### src/rtl/assert_macros.svh
// ----------------------------------------------------------------------------
// assert_macros.svh
// Assertion helpers shared by the RTL; empty bodies under SYNTHESIS.
// ----------------------------------------------------------------------------
`ifndef ASSERT_MACROS_SVH
`define ASSERT_MACROS_SVH

`ifndef SYNTHESIS

// Property must hold at every clock edge outside of reset.
`define DRLE_ASSERT(name, clk, rst_n, prop, msg) \
    name: assert property (@(posedge clk) disable iff (!rst_n) (prop)) else $error(msg);

// Condition must never be true outside of reset.
`define DRLE_NEVER(name, clk, rst_n, cond, msg) \
    name: assert property (@(posedge clk) disable iff (!rst_n) !(cond)) else $error(msg);

`else

`define DRLE_ASSERT(name, clk, rst_n, prop, msg)
`define DRLE_NEVER(name, clk, rst_n, cond, msg)

`endif

`endif

### src/rtl/drle_pkg.sv
// ----------------------------------------------------------------------------
// drle_pkg
// Types and constants of the delta run-length encoder.
// ----------------------------------------------------------------------------
package drle_pkg;

    localparam logic [5:0]  RUN_MAX      = 6'd63;
    localparam logic [15:0] NARROW_POS   = 16'd62;     // largest narrow delta
    localparam logic [15:0] NARROW_NEG   = 16'hFFC2;   // -62, smallest narrow delta
    localparam logic        MARK_BIT     = 1'b1;

    localparam logic [1:0]  CNT_NONE     = 2'd0;
    localparam logic [1:0]  CNT_ONE      = 2'd1;
    localparam logic [1:0]  CNT_TWO      = 2'd2;

    // Up to three output words caused by one sample.
    typedef struct packed {
        logic [1:0]      count;
        logic [2:0][7:0] bytes;
        logic            last;
    } t_cmd;

    typedef struct packed {
        logic full;
        logic empty;
    } t_q_status;

endpackage

### src/rtl/delta_run_length_encoder_unit.sv
// ----------------------------------------------------------------------------
// delta_run_length_encoder_unit
// Delta run-length encoder: 16-bit signed samples in, encoded bytes out.
// ----------------------------------------------------------------------------
// Input channel (i_valid/o_ready): one sample word per handshake with
// i_first_sample marking a block start (sent raw, two bytes) and
// i_last_sample marking its end (pending run flushed).
// Output channel (o_valid/i_ready): one byte word per handshake;
// o_last_byte flags the final byte caused by a last sample.
// A sample yields zero to three bytes. The front takes one sample per cycle
// while the queue has room; the back drains one byte per cycle while i_ready
// is high, so sustained throughput is one sample per cycle until the byte
// rate, set by the single output register, becomes the limit. A sample's
// first byte passes the group queue, group register and output register.
// Receiver stalls fill the QUEUE_DEPTH-entry group queue, then o_ready drops.
// Reset (synchronous, active low) empties the queue and output register and
// returns the encoder state to: previous sample 0, previous delta 0, wide
// mode, run length 0.
// ----------------------------------------------------------------------------
`include "assert_macros.svh"

module delta_run_length_encoder_unit #(
    parameter int QUEUE_DEPTH = 4
) (
    input  logic               i_clk,
    input  logic               i_rst_n,
    input  logic               i_valid,
    output logic               o_ready,
    input  logic signed [15:0] i_sample,
    input  logic               i_first_sample,
    input  logic               i_last_sample,
    output logic               o_valid,
    input  logic               i_ready,
    output logic [7:0]         o_out_byte,
    output logic               o_last_byte
);

    logic                accept;
    logic                push;
    logic                pop;
    drle_pkg::t_cmd      cmd;
    drle_pkg::t_cmd      head;
    drle_pkg::t_q_status q_status;

    assign o_ready = !q_status.full;
    assign accept  = i_valid && o_ready;

    drle_front u_front (
        .i_clk          (i_clk),
        .i_rst_n        (i_rst_n),
        .i_accept       (accept),
        .i_sample       (i_sample),
        .i_first_sample (i_first_sample),
        .i_last_sample  (i_last_sample),
        .o_push         (push),
        .o_cmd          (cmd)
    );

    drle_queue #(
        .DEPTH (QUEUE_DEPTH)
    ) u_queue (
        .i_clk    (i_clk),
        .i_rst_n  (i_rst_n),
        .i_push   (push),
        .i_cmd    (cmd),
        .i_pop    (pop),
        .o_head   (head),
        .o_status (q_status)
    );

    drle_back u_back (
        .i_clk       (i_clk),
        .i_rst_n     (i_rst_n),
        .i_head      (head),
        .i_status    (q_status),
        .o_pop       (pop),
        .o_valid     (o_valid),
        .i_ready     (i_ready),
        .o_out_byte  (o_out_byte),
        .o_last_byte (o_last_byte)
    );

    `DRLE_NEVER(a_push_full, i_clk, i_rst_n, push && q_status.full, "push into full queue")
    `DRLE_NEVER(a_pop_empty, i_clk, i_rst_n, pop && q_status.empty, "pop from empty queue")
    `DRLE_ASSERT(a_first_raw, i_clk, i_rst_n, (accept && i_first_sample) |-> (push && (cmd.count == drle_pkg::CNT_TWO)), "block start must push two raw bytes")
    `DRLE_NEVER(a_push_count, i_clk, i_rst_n, push && (cmd.count == drle_pkg::CNT_NONE), "pushed group without bytes")

endmodule

### src/rtl/drle_front.sv
// ----------------------------------------------------------------------------
// drle_front
// Takes samples, tracks delta/run state and builds the word group per sample.
// ----------------------------------------------------------------------------
module drle_front (
    input  logic               i_clk,
    input  logic               i_rst_n,
    input  logic               i_accept,
    input  logic signed [15:0] i_sample,
    input  logic               i_first_sample,
    input  logic               i_last_sample,
    output logic               o_push,
    output drle_pkg::t_cmd     o_cmd
);

    logic [15:0] r_prev_sample, n_prev_sample;
    logic [15:0] r_prev_delta,  n_prev_delta;
    logic        r_wide,        n_wide;
    logic [5:0]  r_run,         n_run;

    logic [15:0] delta;
    logic        mode;
    logic [5:0]  run_inc;
    logic        marker;
    logic [7:0]  dbyte0;
    logic [7:0]  dbyte1;

    always_comb begin
        delta   = $unsigned(i_sample) - r_prev_sample;
        mode    = !((delta <= drle_pkg::NARROW_POS) || (delta >= drle_pkg::NARROW_NEG));
        run_inc = r_run + 6'd1;
        marker  = (r_run != 6'd0) || (mode != r_wide);
        if (mode) begin
            dbyte0 = {1'b0, delta[14:8]};
            dbyte1 = delta[7:0];
        end else begin
            dbyte0 = {1'b0, delta[6:0]};
            dbyte1 = 8'h00;
        end

        n_prev_sample = $unsigned(i_sample);
        n_prev_delta  = r_prev_delta;
        n_wide        = r_wide;
        n_run         = r_run;
        o_cmd.count   = drle_pkg::CNT_NONE;
        o_cmd.bytes   = '0;
        o_cmd.last    = i_last_sample;

        if (i_first_sample) begin
            o_cmd.count    = drle_pkg::CNT_TWO;
            o_cmd.bytes[0] = i_sample[15:8];
            o_cmd.bytes[1] = i_sample[7:0];
            n_prev_delta   = '0;
            n_wide         = 1'b1;
            n_run          = '0;
        end else if (delta == r_prev_delta) begin
            if ((run_inc == drle_pkg::RUN_MAX) || i_last_sample) begin
                o_cmd.count    = drle_pkg::CNT_ONE;
                o_cmd.bytes[0] = {drle_pkg::MARK_BIT, mode, run_inc};
                n_wide         = mode;
                n_run          = '0;
            end else begin
                n_run = run_inc;
            end
        end else begin
            if (marker) begin
                o_cmd.bytes[0] = {drle_pkg::MARK_BIT, mode, r_run};
                o_cmd.bytes[1] = dbyte0;
                o_cmd.bytes[2] = dbyte1;
            end else begin
                o_cmd.bytes[0] = dbyte0;
                o_cmd.bytes[1] = dbyte1;
            end
            o_cmd.count  = {1'b0, marker} + (mode ? drle_pkg::CNT_TWO : drle_pkg::CNT_ONE);
            n_prev_delta = delta;
            n_wide       = mode;
            n_run        = '0;
        end

        o_push = i_accept && (o_cmd.count != drle_pkg::CNT_NONE);
    end

    always_ff @(posedge i_clk) begin
        if (!i_rst_n) begin
            r_prev_sample <= '0;
            r_prev_delta  <= '0;
            r_wide        <= 1'b1;
            r_run         <= '0;
        end else if (i_accept) begin
            r_prev_sample <= n_prev_sample;
            r_prev_delta  <= n_prev_delta;
            r_wide        <= n_wide;
            r_run         <= n_run;
        end
    end

endmodule

### src/rtl/drle_queue.sv
// ----------------------------------------------------------------------------
// drle_queue
// Small FIFO of word groups between the front and the back.
// ----------------------------------------------------------------------------
module drle_queue #(
    parameter int DEPTH = 4
) (
    input  logic                  i_clk,
    input  logic                  i_rst_n,
    input  logic                  i_push,
    input  drle_pkg::t_cmd        i_cmd,
    input  logic                  i_pop,
    output drle_pkg::t_cmd        o_head,
    output drle_pkg::t_q_status   o_status
);

    localparam int AW = (DEPTH > 1) ? $clog2(DEPTH) : 1;
    localparam int CW = $clog2(DEPTH + 1);

    drle_pkg::t_cmd r_mem [DEPTH];
    logic [AW-1:0]  r_wr_ptr;
    logic [AW-1:0]  r_rd_ptr;
    logic [CW-1:0]  r_count;

    function automatic logic [AW-1:0] ptr_next(input logic [AW-1:0] p);
        return (p == AW'(DEPTH - 1)) ? '0 : p + 1'b1;
    endfunction

    assign o_head         = r_mem[r_rd_ptr];
    assign o_status.full  = (r_count == CW'(DEPTH));
    assign o_status.empty = (r_count == '0);

    always_ff @(posedge i_clk) begin
        if (i_push) begin
            r_mem[r_wr_ptr] <= i_cmd;
        end
    end

    always_ff @(posedge i_clk) begin
        if (!i_rst_n) begin
            r_wr_ptr <= '0;
            r_rd_ptr <= '0;
            r_count  <= '0;
        end else begin
            if (i_push) begin
                r_wr_ptr <= ptr_next(r_wr_ptr);
            end
            if (i_pop) begin
                r_rd_ptr <= ptr_next(r_rd_ptr);
            end
            case ({i_push, i_pop})
                2'b10:   r_count <= r_count + 1'b1;
                2'b01:   r_count <= r_count - 1'b1;
                default: r_count <= r_count;
            endcase
        end
    end

endmodule

### src/rtl/drle_back.sv
// ----------------------------------------------------------------------------
// drle_back
// Unpacks word groups from the queue into a registered byte stream.
// ----------------------------------------------------------------------------
module drle_back (
    input  logic                 i_clk,
    input  logic                 i_rst_n,
    input  drle_pkg::t_cmd       i_head,
    input  drle_pkg::t_q_status  i_status,
    output logic                 o_pop,
    output logic                 o_valid,
    input  logic                 i_ready,
    output logic [7:0]           o_out_byte,
    output logic                 o_last_byte
);

    drle_pkg::t_cmd r_cmd;
    logic           r_busy;
    logic [1:0]     r_idx;

    logic take;
    logic done;
    logic slot_free;

    always_comb begin
        take      = !o_valid || i_ready;
        done      = (r_idx == (r_cmd.count - 2'd1));
        slot_free = !r_busy || (take && done);
        o_pop     = slot_free && !i_status.empty;
    end

    // group being unpacked
    always_ff @(posedge i_clk) begin
        if (!i_rst_n) begin
            r_busy <= 1'b0;
            r_idx  <= '0;
        end else if (o_pop) begin
            r_busy <= 1'b1;
            r_idx  <= '0;
        end else if (slot_free) begin
            r_busy <= 1'b0;
        end else if (take) begin
            r_idx  <= r_idx + 2'd1;
        end
    end

    always_ff @(posedge i_clk) begin
        if (o_pop) begin
            r_cmd <= i_head;
        end
    end

    // output register
    always_ff @(posedge i_clk) begin
        if (!i_rst_n) begin
            o_valid <= 1'b0;
        end else if (take) begin
            o_valid <= r_busy;
        end
    end

    always_ff @(posedge i_clk) begin
        if (take && r_busy) begin
            o_out_byte  <= r_cmd.bytes[r_idx];
            o_last_byte <= r_cmd.last && done;
        end
    end

endmodule
### config.mk
export PLATFORM = sky130hd
export DESIGN_NAME = delta_run_length_encoder_unit
export DESIGN_NICKNAME = d
export VERILOG_FILES = /design/src/rtl/drle_pkg.sv /design/src/rtl/delta_run_length_encoder_unit.sv /design/src/rtl/drle_front.sv /design/src/rtl/drle_queue.sv /design/src/rtl/drle_back.sv
export VERILOG_INCLUDE_DIRS = /design/src /design/src/rtl
export SDC_FILE = /design/constraint.sdc
export NUM_CORES = 1
export LEC_CHECK = 0
export BUFFER_PORTS_ARGS = -buffer_cell sky130_fd_sc_hd__buf_2
export CAP_MARGIN = 20
export CELL_PAD_IN_SITES_DETAIL_PLACEMENT = 0
export CELL_PAD_IN_SITES_GLOBAL_PLACEMENT = 1
export CORE_MARGIN = 2
export CORE_UTILIZATION = 55
export DETAILED_ROUTE_END_ITERATION = 7
export GPL_ROUTABILITY_DRIVEN = 0
export GPL_TIMING_DRIVEN = 0
export HOLD_SLACK_MARGIN = 0.06
export PLACE_DENSITY = 0.95
export SLEW_MARGIN = 40
export SYNTH_ARGS = -nofsm -noshare
export SYNTH_HDL_FRONTEND = slang
export SYNTH_SLANG_ARGS = --single-unit
export TNS_END_PERCENT = 100
### constraint.sdc
create_clock -name i_clk -period 7.95 [get_ports i_clk]
set_input_delay 0.3975 -clock i_clk [delete_from_list [all_inputs] [get_ports i_clk]]
set_output_delay 0.3975 -clock i_clk [all_outputs]
set_load 0.005 [all_outputs]
==> qor.yml, run 1 <==
status: "complete, no violations"
synth_cells: 784
reg2reg_from: "u_front.r_prev_sample[4]"
vdd_drop_max_v: 0.0001766
cp_num_buf_inv: 4
gr-total-overflow: 0
worst_r2r_path_depth: 19
period_minus_slack_ns: 5.025
grt_max_degree: 28
crit_cells: 19
reg2reg_to: "u_queue.r_count[2]"
place_hpwl_um: 16020
post-cts-setup-buffer-count: 0
cp-end-kind: "flop"
yosysWarnings: 0
synth.yosys.seq_area_share_pct: 55.89
clock-sinks: 194
synth_top_cell_by_area: "edfxtp_1"
synthesis.area_mm2: 0.009528
crit_chain: "inv_1, ha_1, buf_2, and2_1, a311oi_2, a21oi_1, o21ai_1, xor2_1, nand3b_1, a2111o_1, nor3_2, nor2_1, inv_1, ha_1, inv_1, fa_1, xor2_1, or3_1, a21oi_1"
cts_tree: "done"
relSlewSlack_pct: 43.61
portBuffers: 32
track_usage_pct: 24.88
ctsResizeCount: 0
async_reset_ff_share_pct: 0
syn_area_per_cell_um2: 12.15
crit_arrival_ns: 5.40
path_class: "reg -> reg"
tightestPinTransition_ns: 0.8223
drcViolationCount: 0
drv_cap: 0
num_antenna_cells: 0
p_leak_nw: 3.736
areaGrowthSynthToFinish_pct: 11.24
holdBufCountCts: 0
worstPathMaxFanout: 10
antenna_left: 0
num-nets-final: 884
p_per_area_mw_per_mm2: 301.0
max_freq_mhz: 199.0
grt_pass1_vias: 6195
yosysTopAreaCellShare_pct: 45.38
critPathLaunch: "u_front.r_prev_sample[4]"
synth.lib_cells_used.distinct: 75
crit_end: "u_queue.r_count[2]"
antenna_found_initial: 0
htreeDepth: 4
via_per_inst: 5.958
synthMostInstantiatedCell: "edfxtp_1"
critPathMaxStageDelay_ns: 0.58
grt_pass1_wl_um: 33870
ys_top_cells_by_area: "edfxtp_1 45%, dfxtp_1 11%, mux4_2 6.4%"
maxSlewViolCount: 0
finalCritPeriodShare_pct: 63.21
synth-edff-count: 144
initial_core_util_pct: 55.67
die_h_um: 135.6
crit_top_cell: "inv_1"
cpMaxStageDelayCell: "a2111o_1"
synth-main-ff-cell: "edfxtp_1"
drive_gt1_share_pct: 14.84
setup_violations: 0
yosys_register_bits: 194
core_area_mm2: 0.01712
io_pins: 33
dieWidth_um: 135.6
synth_fp_nets: 832
hold_path.class: "in -> reg"
netlist_top_cells_count: "144 x edfxtp_1, 90 x nand2_1, 50 x dfxtp_1, 44 x nor2_1, 43 x a21oi_1"
cts_made_buffers: 17
r2r_slack_ns: 2.93
cp_top_family: "compound AO/OA/AOI/OAI gates"
clk_path_buf_depth: 2
first_pass_iters: 8
final.setup_skew_ns: 0.01363
routedWlPerCell_um: 20.38
nFillCells: 1327
dieArea_mm2: 0.01839
drt_iter0_drc: 652
start_kind: "flop"
rsz0062_at_grt: "false"
insertion_delay_ns: 0.44
placementRows: 48
hold_viol: 0
cp.required_ns: 8.32
fin_setup_tns_ns: 0
post-route-util_pct: 61.92
clk_pin_slew_ns: 0.07
vias: 6399
cts-root-buf: "clkbuf_16"
wl_um: 21890
==> through the flow <==
stage	hold slack [ns]	worst slack (ns)	power [mW]	cells	cell area [µm²]
final	0.2135	2.925	3.191	1074	10600
after CTS	0.2013	2.980	3.199	1074	10600
after global placement	0.4424	2.865	2.279	1041	9970
after detailed placement	0.4469	2.817	2.339	1042	10000
after global routing	0.2116	2.545	3.338	1074	10600
after floorplan	0.4341	3.691	2.061	784	9528
==> power breakdown <==
| part | leakage (nW) | total (mW) | internal [mW] | switching [mW] |
|---|---|---|---|---|
| Clock | 0.281 | 0.868 | 0.479 | 0.389 |
| Combinational | 1.70 | 0.892 | 0.352 | 0.540 |
| Sequential | 1.76 | 1.43 | 1.35 | 0.0789 |
| Total | 3.74 | 3.19 | 2.18 | 1.01 |
==> worst min path at each step <==
| stage | cells after the start | endpoint | start | slack, ns |
|---|---|---|---|---|
| after global placement | 2 | u_front.r_prev_sample[3] | u_front.r_prev_sample[3] | 0.44 |
| final | 1 | u_queue.r_mem[3][0] | i_last_sample | 0.21 |
| after CTS | 1 | u_queue.r_mem[3][0] | i_last_sample | 0.20 |
| after floorplan | 1 | u_front.r_prev_delta[15] | u_front.r_prev_delta[15] | 0.43 |
| after global routing | 1 | u_queue.r_mem[1][0] | i_last_sample | 0.21 |
| after detailed placement | 2 | u_front.r_prev_sample[8] | u_front.r_prev_sample[8] | 0.45 |
==> final cells by class <==
cell class                      instances  area [µm²]  area share [%]
Buffer                                 39       178.9           1.688
Clock buffer                           20       446.7           4.214
Clock inverter                         12       147.6           1.393
Inverter                               31       116.4           1.098
Multi-Input combinational cell        520        3928           37.06
Sequential cell                       194        5325           50.24
Tap cell                              225       281.5           2.656
Timing Repair Buffer                   33       175.2           1.653
==> worst register-to-register path, stage by stage, from the launching register on <==
cell and delay [ns]:
dfxtp_1 0.33, inv_1 0.04, ha_1 0.26, buf_2 0.19, and2_1 0.20, a311oi_2 0.29, a21oi_1 0.20, o21ai_1 0.26
xor2_1 0.46, nand3b_1 0.13, a2111o_1 0.58, nor3_2 0.29, nor2_1 0.19, inv_1 0.23, ha_1 0.23, inv_1 0.07
fa_1 0.38, xor2_1 0.16, or3_1 0.31, a21oi_1 0.13
==> cell families after synthesis <==
family | Yosys count | synth area share (%)
AO/OA/AOI/OAI | 161 | 12.09
buffers and inverters | 70 | 3.060
AND/OR/NAND/NOR | 246 | 12.58
multiplexers | 48 | 8.628
XOR/XNOR | 39 | 4.176
flip-flops | 194 | 55.89
adder cells (fa/ha/maj) | 26 | 3.572
==> placed cells by master (no fill, tap or decap), drive strengths merged, types with 3 or more instances in the layout <==
| cell | netlist | final |
|---|---|---|
| nand4 | 9 | 9 |
| o31ai | 3 | 3 |
| o21ai | 30 | 30 |
| edfxtp | 144 | 144 |
| mux2i | 18 | 18 |
| a21oi | 43 | 43 |
| mux4 | 27 | 27 |
| ha | 24 | 24 |
| and2 | 14 | 14 |
| a211oi | 3 | 3 |
| clkinvlp | 0 | 3 |
| nand3 | 16 | 16 |
| xnor2 | 22 | 22 |
| nor3 | 15 | 15 |
| mux2 | 3 | 3 |
| o2bb2ai | 7 | 7 |
| o211ai | 11 | 11 |
| nor2 | 45 | 45 |
| a2111oi | 4 | 4 |
| a22o | 9 | 9 |
| nor2b | 7 | 7 |
| or3 | 6 | 6 |
| inv | 31 | 36 |
| and3 | 11 | 11 |
| a21o | 5 | 5 |
| xor2 | 13 | 13 |
| clkbuf | 23 | 43 |
| o21a | 7 | 7 |
| or2 | 6 | 6 |
| buf | 16 | 49 |
| nor4 | 8 | 8 |
| a32oi | 5 | 5 |
| o211a | 5 | 5 |
| nand2 | 90 | 90 |
| o221ai | 6 | 6 |
| xnor3 | 3 | 3 |
| nand2b | 6 | 6 |
| dfxtp | 50 | 50 |
==> sequential cells by signal, indices dropped and copies added, names as in the netlist <==
name and count:
u_queue.r_mem 108, u_back.r_cmd 27, u_front.r_prev_delta 16, u_front.r_prev_sample 16
u_back.o_out_byte 8, u_front.r_run 6, u_queue.r_count 3, u_back.r_idx 2
u_queue.r_rd_ptr 2, u_queue.r_wr_ptr 2, u_back.o_last_byte 1, u_back.o_valid 1
u_back.r_busy 1, u_front.r_wide 1
==> metal layers <==
layer	vias to the layer above	GRT usage, %	wire length, µm
li1	3069	-	-
met1	3098	32.68	9436
met3	41	4.190	970
met5	-	0	0
met4	0	11.34	772
met2	191	40.74	10710
Power figures use the tool's default switching activity.
==> inputs of run 2 (changes only) <==
--- a/config.mk
+++ b/config.mk
@@ -11,12 +11,12 @@
 export CELL_PAD_IN_SITES_DETAIL_PLACEMENT = 0
 export CELL_PAD_IN_SITES_GLOBAL_PLACEMENT = 1
 export CORE_MARGIN = 2
-export CORE_UTILIZATION = 55
+export CORE_UTILIZATION = 51
 export DETAILED_ROUTE_END_ITERATION = 7
 export GPL_ROUTABILITY_DRIVEN = 0
 export GPL_TIMING_DRIVEN = 0
 export HOLD_SLACK_MARGIN = 0.06
-export PLACE_DENSITY = 0.95
+export PLACE_DENSITY = 0.9
 export SLEW_MARGIN = 40
 export SYNTH_ARGS = -nofsm -noshare
 export SYNTH_HDL_FRONTEND = slang
==> constraint.sdc (replaced) <==
create_clock -name i_clk -period 4.9 [get_ports i_clk]
set_input_delay 0.245 -clock i_clk [delete_from_list [all_inputs] [get_ports i_clk]]
set_output_delay 0.245 -clock i_clk [all_outputs]
set_load 0.005 [all_outputs]
==> qor.yml, run 2 (synthesized netlist as in run 1, its figures left out) <==
num_antenna_cells: 0
setup_violations: 0
largest_reg_flops: 108
cp.required_ns: 5.26
dp.cells: 1046
combPwrFrac_pct: 28.8
grt_pass1_wl_um: 34460
clk_path_buf_depth: 2
drive_gt1_share_pct: 17.25
antenna_found_initial: 0
dieWidth_um: 140.7
final_cells: 1087
status: "complete, no violations"
worst_r2r_path_depth: 18
wl_um: 21490
num-nets-final: 893
p_leak_nw: 3.785
htreeDepth: 4
whs_path_depth: 1
pwr-share-seq_pct: 44.9
io_pins: 33
dr_wl_met3_um: 1058
hold_viol: 0
grt_max_degree: 28
initial_core_util_pct: 52.50
top_layer: "met4"
nFillCells: 1453
clk_pin_slew_ns: 0.07
via_per_inst: 5.988
reg2reg_from: "u_front.r_prev_sample[0]"
p_sw_mw: 1.630
period_minus_slack_ns: 4.645
antenna_left: 0
dr_wl_met2_um: 10680
insertion_delay_ns: 0.43
final_common_cell: "edfxtp_1"
portBuffers: 32
track_usage_pct: 22.71
finalCritPeriodShare_pct: 94.80
maxSlewViolCount: 0
gr-total-overflow: 0
place_hpwl_um: 15380
drcViolationCount: 0
max_freq_mhz: 215.3
cts-root-buf: "clkbuf_16"
p_int_mw: 3.511
vias: 6509
post-place-ws_ns: -0.08453
areaGrowthSynthToFinish_pct: 12.59
first_pass_iters: 6
dieArea_mm2: 0.01979
min_to: "u_queue.r_mem[0][0]"
final.setup_skew_ns: 0.01148
final_cell_mix: "144 x edfxtp_1, 90 x nand2_1, 50 x dfxtp_1"
reg2reg_to: "u_queue.r_count[2]"
drv_cap: 0
cts_tree: "done"
path_class: "reg -> reg"
worstPathMaxFanout: 7
setup_ws_ns: 0.2549
largestRegisters: "u_queue.r_mem (108), u_back.r_cmd (27)"
wl_met1_um: 9258
start_kind: "flop"
relSlewSlack_pct: 49.89
grt_pass1_vias: 6183
r2r_slack_ns: 0.25
die_h_um: 140.7
cts_made_buffers: 17
largest-register: "u_queue.r_mem"
hold_path.class: "in -> reg"
swShare_pct: 31.70
hp-start: "i_last_sample"
clock-sinks: 194
crit_arrival_ns: 5.01
p_per_area_mw_per_mm2: 479.2
vdd_drop_max_v: 0.0002704
tightestPinTransition_ns: 0.7308
cp-end-kind: "flop"
p_clk_share_pct: 26.3
drt_iter0_drc: 556
routedWlPerCell_um: 19.77
placementRows: 49
core_area_mm2: 0.01815
run 2: power groups by stage:
stage / clock [mW] / sequential (mW) / combinational, mW
after floorplan: 0 / 2.31 / 1.03
after global placement: 0 / 2.34 / 1.36
after detailed placement: 0 / 2.34 / 1.43
after CTS: 1.37 / 2.31 / 1.45
after global routing: 1.44 / 2.34 / 1.63
final: 1.35 / 2.31 / 1.48
run 2: through the flow:
step | hold slack, ns | setup TNS [ns] | cell area, µm² | total power [mW] | util [%]
2_1_floorplan | 0.3439 | 0 | 9528 | 3.344 | -
3_3_place_gp | 0.4423 | -0.09354 | 9975 | 3.707 | 54.96
3_5_place_dp | 0.4465 | -0.08453 | 10010 | 3.773 | 55.14
4_1_cts | 0.06100 | 0 | 10590 | 5.134 | 58.35
5_1_grt | 0.07873 | -0.002972 | 10730 | 5.403 | 59.11
6_report | 0.07241 | 0 | 10730 | 5.141 | 59.11
run 2: routing by layer:
layer  up-vias  GRT usage, %
met4         0         6.368
met3        31         3.770
met2       203         38.79
li1       3083             -
met1      3192         30.27
met5         -             0
run 2: critical path, stage by stage, from the launching register on:
cell and delay, ns:
dfxtp_1 0.31, ha_1 0.23, fa_2 0.66, xnor2_1 0.11, a2111oi_0 0.35, nand2_1 0.13
a31oi_1 0.14, and4b_1 0.21, o2111ai_2 0.13, a2111o_1 0.53, nor3_4 0.30, nor2_2 0.12
inv_2 0.13, ha_1 0.18, inv_1 0.06, fa_1 0.37, xor2_1 0.16, or3_1 0.30
a21oi_1 0.14
run 2: cell type report:
| type | count | area, µm² | share of cell area [%] |
|---|---|---|---|
| plain buffers | 39 | 177.7 | 1.656 |
| clock buffers | 21 | 483.0 | 4.502 |
| clock inverters | 11 | 90.09 | 0.8397 |
| inverters | 31 | 116.4 | 1.085 |
| multi-input cells | 520 | 4006 | 37.35 |
| flip-flops and latches | 194 | 5325 | 49.64 |
| well taps | 229 | 286.5 | 2.671 |
| repair buffers | 42 | 242.7 | 2.263 |
run 2: worst max-delay path by stage:
| stage | from | slack [ns] | depth (start not counted) | to |
|---|---|---|---|---|
| after global placement | i_sample[4] | -0.09 | 19 | u_queue.r_count[2] |
| after detailed placement | i_sample[4] | -0.08 | 19 | u_queue.r_count[2] |
| after global routing | u_front.r_prev_sample[4] | -0.003 | 19 | u_queue.r_count[2] |
| after CTS | u_front.r_prev_sample[0] | 0.005 | 18 | u_queue.r_count[2] |
| final | u_front.r_prev_sample[0] | 0.25 | 18 | u_queue.r_count[2] |
| after floorplan | u_front.r_prev_sample[9] | 0.73 | 19 | u_queue.r_count[2] |
run 2: repair_timing:
| action | CTS | global route |
|---|---|---|
| hold buffers | 0 | 0 |
| buffers inserted | 0 | 8 |
| pin swaps | 0 | 3 |
| endpoints found under the setup margin | 1 | 2 |
| gates resized for setup | 2 | 13 |
